$ cat config.mk
export PLATFORM = sky130hd
export DESIGN_NAME = cursor_sequence_store_flat
export DESIGN_NICKNAME = d
export VERILOG_FILES = /design/src/hdl/cseq_pkg.sv /design/src/hdl/cseq_in_if.sv /design/src/hdl/cseq_out_if.sv /design/src/hdl/cseq_cell.sv /design/src/hdl/cseq_ctrl.sv /design/src/hdl/cursor_sequence_store.sv /design/src/flat_wrapper.sv
export SDC_FILE = /design/constraint.sdc
export NUM_CORES = 1
export LEC_CHECK = 0
export BUFFER_PORTS_ARGS = -buffer_cell sky130_fd_sc_hd__buf_2
export CAP_MARGIN = 40
export CORE_MARGIN = 3
export CORE_UTILIZATION = 40
export DETAILED_ROUTE_END_ITERATION = 7
export GPL_ROUTABILITY_DRIVEN = 0
export PLACE_DENSITY = 0.58
export SYNTH_ARGS = -nofsm -noshare
export SYNTH_HDL_FRONTEND = slang
export SYNTH_SLANG_ARGS = --single-unit
$ cat constraint.sdc
create_clock -name clk -period 9 [get_ports clk]
set_input_delay 2.25 -clock clk [delete_from_list [all_inputs] [get_ports clk]]
set_output_delay 2.25 -clock clk [all_outputs]
set_load 0.005 [all_outputs]
$ cat src/hdl/cseq_pkg.sv
// ----------------------------------------------------------------------------
// cseq_pkg
// Shared constants and codes for the cursor sequence store.
// ----------------------------------------------------------------------------
package cseq_pkg;

  localparam int DEPTH_DEFAULT       = 16;
  localparam int VALUE_WIDTH_DEFAULT = 32;
  localparam int OP_WIDTH            = 3;
  localparam int STATUS_WIDTH        = 2;

  typedef enum logic [OP_WIDTH-1:0] {
    OP_START   = 3'd0,
    OP_END     = 3'd1,
    OP_ADVANCE = 3'd2,
    OP_INSERT  = 3'd3,
    OP_ATTACH  = 3'd4,
    OP_REMOVE  = 3'd5
  } op_t;

  typedef enum logic [STATUS_WIDTH-1:0] {
    ST_OK    = 2'd0,
    ST_NOCUR = 2'd1,
    ST_FULL  = 2'd2
  } status_t;

  // Broadcast shift command seen by every cell
  typedef enum logic [1:0] {
    SH_HOLD  = 2'd0,
    SH_OPEN  = 2'd1,
    SH_CLOSE = 2'd2
  } shift_t;

endpackage

$ cat src/hdl/cseq_in_if.sv
// ----------------------------------------------------------------------------
// cseq_in_if
// Command channel: operation and value, valid/ready handshake.
// ----------------------------------------------------------------------------
interface cseq_in_if #(
  parameter int VALUE_WIDTH = cseq_pkg::VALUE_WIDTH_DEFAULT
);
  logic                          valid;
  logic                          ready;
  logic [cseq_pkg::OP_WIDTH-1:0] operation;
  logic [VALUE_WIDTH-1:0]        item_value;

  modport source (output valid, output operation, output item_value, input ready);
  modport sink   (input valid, input operation, input item_value, output ready);
endinterface

$ cat src/hdl/cseq_out_if.sv
// ----------------------------------------------------------------------------
// cseq_out_if
// Result channel: status, cursor view and count, valid/ready handshake.
// ----------------------------------------------------------------------------
interface cseq_out_if #(
  parameter int VALUE_WIDTH = cseq_pkg::VALUE_WIDTH_DEFAULT,
  parameter int COUNT_WIDTH = 5
);
  logic                              valid;
  logic                              ready;
  logic [cseq_pkg::STATUS_WIDTH-1:0] status;
  logic                              has_current;
  logic [VALUE_WIDTH-1:0]            current_value;
  logic [COUNT_WIDTH-1:0]            item_count;

  modport source (output valid, output status, output has_current,
                  output current_value, output item_count, input ready);
  modport sink   (input valid, input status, input has_current,
                  input current_value, input item_count, output ready);
endinterface

$ cat src/hdl/cseq_cell.sv
// ----------------------------------------------------------------------------
// cseq_cell
// One storage cell of the chain; takes its left or right neighbor or the new value on a shift.
// ----------------------------------------------------------------------------
module cseq_cell #(
  parameter int IDX         = 0,
  parameter int DEPTH       = cseq_pkg::DEPTH_DEFAULT,
  parameter int VALUE_WIDTH = cseq_pkg::VALUE_WIDTH_DEFAULT,
  localparam int PW         = $clog2(DEPTH)
) (
  input  logic                   clk,
  input  cseq_pkg::shift_t       shift,
  input  logic [PW-1:0]          pos,
  input  logic [VALUE_WIDTH-1:0] ins_value,
  input  logic [VALUE_WIDTH-1:0] prev_value,
  input  logic [VALUE_WIDTH-1:0] next_value,
  output logic [VALUE_WIDTH-1:0] value
);

  localparam logic [PW-1:0] MY_POS = PW'(IDX);

  always_ff @(posedge clk) begin
    case (shift)
      cseq_pkg::SH_OPEN: begin
        // cells above the gap move up, the gap takes the new value
        if (MY_POS > pos) begin
          value <= prev_value;
        end else if (MY_POS == pos) begin
          value <= ins_value;
        end
      end
      cseq_pkg::SH_CLOSE: begin
        if (MY_POS >= pos) begin
          value <= next_value;
        end
      end
      default: begin
      end
    endcase
  end

endmodule

$ cat src/hdl/cseq_ctrl.sv
// ----------------------------------------------------------------------------
// cseq_ctrl
// Cursor and count registers; decodes each command into a shift for the chain.
// ----------------------------------------------------------------------------
module cseq_ctrl #(
  parameter int DEPTH = cseq_pkg::DEPTH_DEFAULT,
  localparam int CW   = $clog2(DEPTH + 1),
  localparam int PW   = $clog2(DEPTH)
) (
  input  logic                          clk,
  input  logic                          rst,
  input  logic                          fire,
  input  logic [cseq_pkg::OP_WIDTH-1:0] operation,
  output cseq_pkg::shift_t              shift,
  output logic [PW-1:0]                 pos,
  output logic [CW-1:0]                 cursor,
  output logic [CW-1:0]                 count,
  output cseq_pkg::status_t             status
);

  logic [CW-1:0]     cursor_next;
  logic [CW-1:0]     count_next;
  cseq_pkg::status_t status_next;
  cseq_pkg::shift_t  shift_dec;
  logic [CW-1:0]     gap;
  logic              full;

  assign full = (count == CW'(DEPTH));

  always_comb begin
    shift_dec   = cseq_pkg::SH_HOLD;
    gap         = '0;
    cursor_next = cursor;
    count_next  = count;
    status_next = cseq_pkg::ST_OK;
    case (operation)
      cseq_pkg::OP_START: begin
        cursor_next = (count != '0) ? CW'(1) : '0;
      end
      cseq_pkg::OP_END: begin
        cursor_next = count;
      end
      cseq_pkg::OP_ADVANCE: begin
        if (cursor == '0) begin
          status_next = cseq_pkg::ST_NOCUR;
        end else if (cursor < count) begin
          cursor_next = cursor + CW'(1);
        end else begin
          cursor_next = '0;
        end
      end
      cseq_pkg::OP_INSERT: begin
        if (full) begin
          status_next = cseq_pkg::ST_FULL;
        end else begin
          gap         = (cursor != '0) ? cursor - CW'(1) : '0;
          shift_dec   = cseq_pkg::SH_OPEN;
          count_next  = count + CW'(1);
          cursor_next = gap + CW'(1);
        end
      end
      cseq_pkg::OP_ATTACH: begin
        if (full) begin
          status_next = cseq_pkg::ST_FULL;
        end else begin
          gap         = (cursor != '0) ? cursor : count;
          shift_dec   = cseq_pkg::SH_OPEN;
          count_next  = count + CW'(1);
          cursor_next = gap + CW'(1);
        end
      end
      cseq_pkg::OP_REMOVE: begin
        if (cursor == '0) begin
          status_next = cseq_pkg::ST_NOCUR;
        end else begin
          gap        = cursor - CW'(1);
          shift_dec  = cseq_pkg::SH_CLOSE;
          count_next = count - CW'(1);
          // removing the tail leaves no current item
          if (cursor == count) begin
            cursor_next = '0;
          end
        end
      end
      default: begin
      end
    endcase
  end

  assign shift = fire ? shift_dec : cseq_pkg::SH_HOLD;
  assign pos   = gap[PW-1:0];

  always_ff @(posedge clk) begin
    if (rst) begin
      cursor <= '0;
      count  <= '0;
      status <= cseq_pkg::ST_OK;
    end else if (fire) begin
      cursor <= cursor_next;
      count  <= count_next;
      status <= status_next;
    end
  end

endmodule

$ cat src/hdl/cursor_sequence_store.sv
// ----------------------------------------------------------------------------
// cursor_sequence_store
// Ordered store of up to DEPTH values with a cursor, built as a chain of cells.
// ----------------------------------------------------------------------------
//   channel  | dir | payload                                        | handshake
//   in_ch    | in  | operation, item_value                          | valid/ready
//   out_ch   | out | status, has_current, current_value, item_count | valid/ready
//
// Each transfer on in_ch updates the cell chain, cursor and count at that edge;
// the result is registered from them in the following cycle, via pending.
// The next command is taken in the same cycle the result transfers out.
// A stall on out_ch holds the result and blocks in_ch.
// Synchronous reset empties the store; no clearing pass is needed.
// ----------------------------------------------------------------------------
module cursor_sequence_store #(
  parameter int DEPTH       = cseq_pkg::DEPTH_DEFAULT,
  parameter int VALUE_WIDTH = cseq_pkg::VALUE_WIDTH_DEFAULT
) (
  input logic        clk,
  input logic        rst,
  cseq_in_if.sink    in_ch,
  cseq_out_if.source out_ch
);

  localparam int CW = $clog2(DEPTH + 1);
  localparam int PW = $clog2(DEPTH);

  logic                   fire;
  logic                   pending;
  cseq_pkg::shift_t       shift;
  logic [PW-1:0]          pos;
  logic [CW-1:0]          cursor;
  logic [CW-1:0]          count;
  cseq_pkg::status_t      status;
  logic [CW-1:0]          cursor_m1;
  logic [VALUE_WIDTH-1:0] cell_value [DEPTH];
  logic [VALUE_WIDTH-1:0] prev_value [DEPTH];
  logic [VALUE_WIDTH-1:0] next_value [DEPTH];

  assign in_ch.ready = !pending && (!out_ch.valid || out_ch.ready);
  assign fire        = in_ch.valid && in_ch.ready;

  cseq_ctrl #(
    .DEPTH (DEPTH)
  ) u_ctrl (
    .clk       (clk),
    .rst       (rst),
    .fire      (fire),
    .operation (in_ch.operation),
    .shift     (shift),
    .pos       (pos),
    .cursor    (cursor),
    .count     (count),
    .status    (status)
  );

  for (genvar i = 0; i < DEPTH; i++) begin : g_cell
    if (i == 0) begin : g_head
      assign prev_value[i] = in_ch.item_value;
    end else begin : g_body
      assign prev_value[i] = cell_value[i-1];
    end
    if (i == DEPTH - 1) begin : g_tail
      assign next_value[i] = cell_value[i];
    end else begin : g_inner
      assign next_value[i] = cell_value[i+1];
    end

    cseq_cell #(
      .IDX         (i),
      .DEPTH       (DEPTH),
      .VALUE_WIDTH (VALUE_WIDTH)
    ) u_cell (
      .clk        (clk),
      .shift      (shift),
      .pos        (pos),
      .ins_value  (in_ch.item_value),
      .prev_value (prev_value[i]),
      .next_value (next_value[i]),
      .value      (cell_value[i])
    );
  end

  assign cursor_m1 = cursor - CW'(1);

  always_ff @(posedge clk) begin
    if (rst) begin
      pending      <= 1'b0;
      out_ch.valid <= 1'b0;
    end else begin
      pending <= fire;
      if (pending) begin
        out_ch.valid <= 1'b1;
      end else if (out_ch.ready) begin
        out_ch.valid <= 1'b0;
      end
    end
  end

  // load the result once the chain has settled after the transfer
  always_ff @(posedge clk) begin
    if (pending) begin
      out_ch.status        <= status;
      out_ch.has_current   <= (cursor != '0);
      out_ch.current_value <= (cursor != '0) ? cell_value[cursor_m1[PW-1:0]] : '0;
      out_ch.item_count    <= count;
    end
  end

endmodule

$ cat src/flat_wrapper.sv
// flat-port wrapper written by rule: the top's interface ports become plain ports
module cursor_sequence_store_flat 
#(
  parameter int DEPTH       = cseq_pkg::DEPTH_DEFAULT,
  parameter int VALUE_WIDTH = cseq_pkg::VALUE_WIDTH_DEFAULT
)
  (clk, rst, in_ch_valid, in_ch_operation, in_ch_item_value, in_ch_ready, out_ch_valid, out_ch_status, out_ch_has_current, out_ch_current_value, out_ch_item_count, out_ch_ready);
  cseq_in_if #(.VALUE_WIDTH(VALUE_WIDTH)) in_ch_i ();
  cseq_out_if #(.VALUE_WIDTH(VALUE_WIDTH)) out_ch_i ();
  input logic clk;
  input logic rst;
  input wire logic [$bits(in_ch_i.valid)-1:0] in_ch_valid;
  input wire logic [$bits(in_ch_i.operation)-1:0] in_ch_operation;
  input wire logic [$bits(in_ch_i.item_value)-1:0] in_ch_item_value;
  output wire logic [$bits(in_ch_i.ready)-1:0] in_ch_ready;
  output wire logic [$bits(out_ch_i.valid)-1:0] out_ch_valid;
  output wire logic [$bits(out_ch_i.status)-1:0] out_ch_status;
  output wire logic [$bits(out_ch_i.has_current)-1:0] out_ch_has_current;
  output wire logic [$bits(out_ch_i.current_value)-1:0] out_ch_current_value;
  output wire logic [$bits(out_ch_i.item_count)-1:0] out_ch_item_count;
  input wire logic [$bits(out_ch_i.ready)-1:0] out_ch_ready;
  assign in_ch_i.valid = in_ch_valid;
  assign in_ch_i.operation = in_ch_operation;
  assign in_ch_i.item_value = in_ch_item_value;
  assign in_ch_ready = in_ch_i.ready;
  assign out_ch_valid = out_ch_i.valid;
  assign out_ch_status = out_ch_i.status;
  assign out_ch_has_current = out_ch_i.has_current;
  assign out_ch_current_value = out_ch_i.current_value;
  assign out_ch_item_count = out_ch_i.item_count;
  assign out_ch_i.ready = out_ch_ready;
  cursor_sequence_store #(.DEPTH(DEPTH), .VALUE_WIDTH(VALUE_WIDTH)) u_core (.clk(clk), .rst(rst), .in_ch(in_ch_i), .out_ch(out_ch_i));
endmodule
==> impl_metrics.json <==
{
  "cts_max_level": 3,
  "critPathCaptureType": "flop",
  "die_h_um": 291,
  "cts_root_buf": "clkbuf_16",
  "synthArstFlopShare_pct": 0,
  "synth_cell_type_count": 65,
  "synth_area_per_cell_um2": 12.1,
  "synth_flop_cell": "edfxtp_1",
  "ys_warn_count": 0,
  "setup_viol": 0,
  "relSlewSlack_pct": 35.9,
  "worst_pin_slew_ns": 0.962,
  "cts.path.max_buffers": 3,
  "finalHoldViolations": 0,
  "finClkSkew_ns": 0.0273,
  "wl_um": 95500,
  "rsz0062_at_grt": "false",
  "initial_utilization_pct": 40.7,
  "io_pins": 81,
  "cp_max_fo": 34,
  "syn2layout_area_growth_pct": 11.6,
  "cts.sinks": 566,
  "ys_seq_elements": 566,
  "mostFrequentLayoutCells": "edfxtp_1 (552), nand2_1 (432), mux2i_1 (387)",
  "n_fill_cell": 7106,
  "cp.arrival_ns": 6.04,
  "dp_hpwl_um": 55400,
  "ys_seq_area_share_pct": 51.9,
  "r2r_cells": 11,
  "leakagePower_nw": 12.3,
  "viasPerCell": 6.03,
  "netlist_area_um2": 32500,
  "die_area_um2": 84700,
  "startpoint_type": "input port",
  "drive_gt1_share_pct": 18.8,
  "cts_resized": 0,
  "grt_usage_pct": 22.2,
  "grt_max_degree": 201,
  "drv_cap": 0,
  "globalRouteOverflowTotal": 0,
  "syn_inst": 2692,
  "worstPathRequired_ns": 9.33,
  "final_max_slew_viol_count": 0,
  "cts_setup_buffers": 0,
  "dr.pass1.iters": 7,
  "post_dp_cell_area_um2": 34100,
  "drc_errors": 0,
  "synth_nets": 2746,
  "ir_drop_mv": 0.121,
  "rows": 103,
  "portBuffers": 80,
  "clk_latency_ns": 0.62,
  "pwr_density_cell_nw_per_um2": 188,
  "synth_edf_count": 552,
  "drt_iter0_drc": 2228,
  "hold_buffers": 0,
  "die_w_um": 291,
  "clk_pin_slew_ns": 0.06,
  "final_nets": 2711,
  "wl_per_cell_um": 25.4,
  "grt_pass1_wl_um": 144000,
  "min_period_ns": 5.72,
  "run_status": "finished clean",
  "tritoncts": "done",
  "num_antenna_cells": 0,
  "fmax_mhz": 175,
  "layout_commonest_cell": "edfxtp_1",
  "numCtsBuffers": 68,
  "fin_tns_setup_ns": 0,
  "antenna_found_initial": 1,
  "min_period_over_period_pct": 63.5,
  "dr_total_vias": 22615,
  "whs_path_depth": 0,
  "worstHoldPathType": "flop to flop",
  "ant_nets": 0,
  "coreArea_um2": 79800,
  "postLayoutCellArea_um2": 36300,
  "crit_type": "input port to flop",
  "grt_pass1_vias": 22397
}
kinds of logic (layout without fill, tap and decap cells):
kind of cell / count (synthesis) / count (layout) / share of synthesized area (%)
AO/OA/AOI/OAI: 622 / 622 / 10.3
multiplexers: 613 / 613 / 25.3
AND/OR/NAND/NOR: 601 / 601 / 8.12
flip-flops: 566 / 566 / 51.9
buffers and inverters: 264 / 275 / 3.52
adder cells (fa/ha/maj): 15 / 15 / 0.601
XOR/XNOR: 11 / 11 / 0.296
routing by layer:
metal / track usage (%) / vias up / share of wire, %
li1: - / 10122 / -
met5: 0 / - / 0.013
met1: 30.5 / 11431 / 43
met4: 8.28 / 2 / 3.5
met2: 35.8 / 859 / 48
met3: 3.09 / 201 / 6.0
flip-flops by register name, summed over array words and instances, names as in the netlist:
register and flops:
u_core.out_ch.status 2, u_core.g_cell.u_cell.value 512, u_core.u_ctrl.status 2, u_core.out_ch.current_value 32, u_core.out_ch.item_count 5, u_core.u_ctrl.cursor 5, u_core.u_ctrl.count 5, u_core.pending 1
u_core.out_ch.has_current 1, u_core.out_ch.valid 1
cell usage after synthesis (all sizes together), types with 5 or more instances:
cell    number  area, um^2
ha          14         175
mux2        66         743
o21ai      426        2140
nor3         6        30.0
nor4         5        31.3
xnor2        8        70.1
nor2        31         124
buf         71         418
nor2b       65         407
mux2i      387        3870
clkbuf     175         657
o22a         5        43.8
a21oi      121         609
and2        35         219
edfxtp     552       16600
mux4       160        3600
dfxtp       14         280
nand2      435        1640
inv         18        67.6
nand3        7        45.0
a31oi       35         225
stage by stage:
stage / instances / total power [mW] / setup WS [ns] / utilization [%] / hold WS, ns
CTS: 3753 / 6.86 / 3.30 / 45.4 / 0.448
finish: 3753 / 6.80 / 3.28 / 45.4 / 0.444
floorplan: 2692 / 3.80 / 2.44 / - / 0.409
global route: 3753 / 7.03 / 3.09 / 45.4 / 0.466
detailed placement: 3637 / 4.17 / 2.61 / 42.8 / 0.421
global placement: 3623 / 4.12 / 2.44 / 42.4 / 0.422
critical path, stage by stage:
cell and delay [ns]:
buf_2 0.20, or3b_2 0.57, o21ai_0 0.22, nand4_1 0.24, inv_1 0.12, ha_2 0.16, buf_4 0.50, nor2_1 0.22
nor2_1 0.73, a31oi_4 0.40, buf_4 0.38
where the power goes:
part           switching (mW)  total, mW  internal, mW
combinational           0.573      0.974         0.401
sequential             0.0825       3.14          3.06
clock                    1.13       2.69          1.55
path summary, 6_finish.rpt:
check | start | endpoint | slack, ns
max | in_ch_operation[2] | u_core.g_cell[12].u_cell.value[8] | 3.28
min | u_core.u_ctrl.status[1] | u_core.out_ch.status[1] | 0.44
max reg2reg | u_core.u_ctrl.cursor[0] | u_core.g_cell[0].u_cell.value[18] | 4.10
min reg2reg | u_core.u_ctrl.status[1] | u_core.out_ch.status[1] | 0.44
final cells by class:
type,instances,area (um^2),share of cell area (%)
multi-input combinational,1862,14800,40.8
clock buffer,84,1830,5.04
sequential,566,16900,46.5
inverter,18,67.6,0.186
clock inverter,32,282,0.777
timing repair buffer,141,1100,3.02
tap,1050,1310,3.62
(Power assumes the default switching activity.)
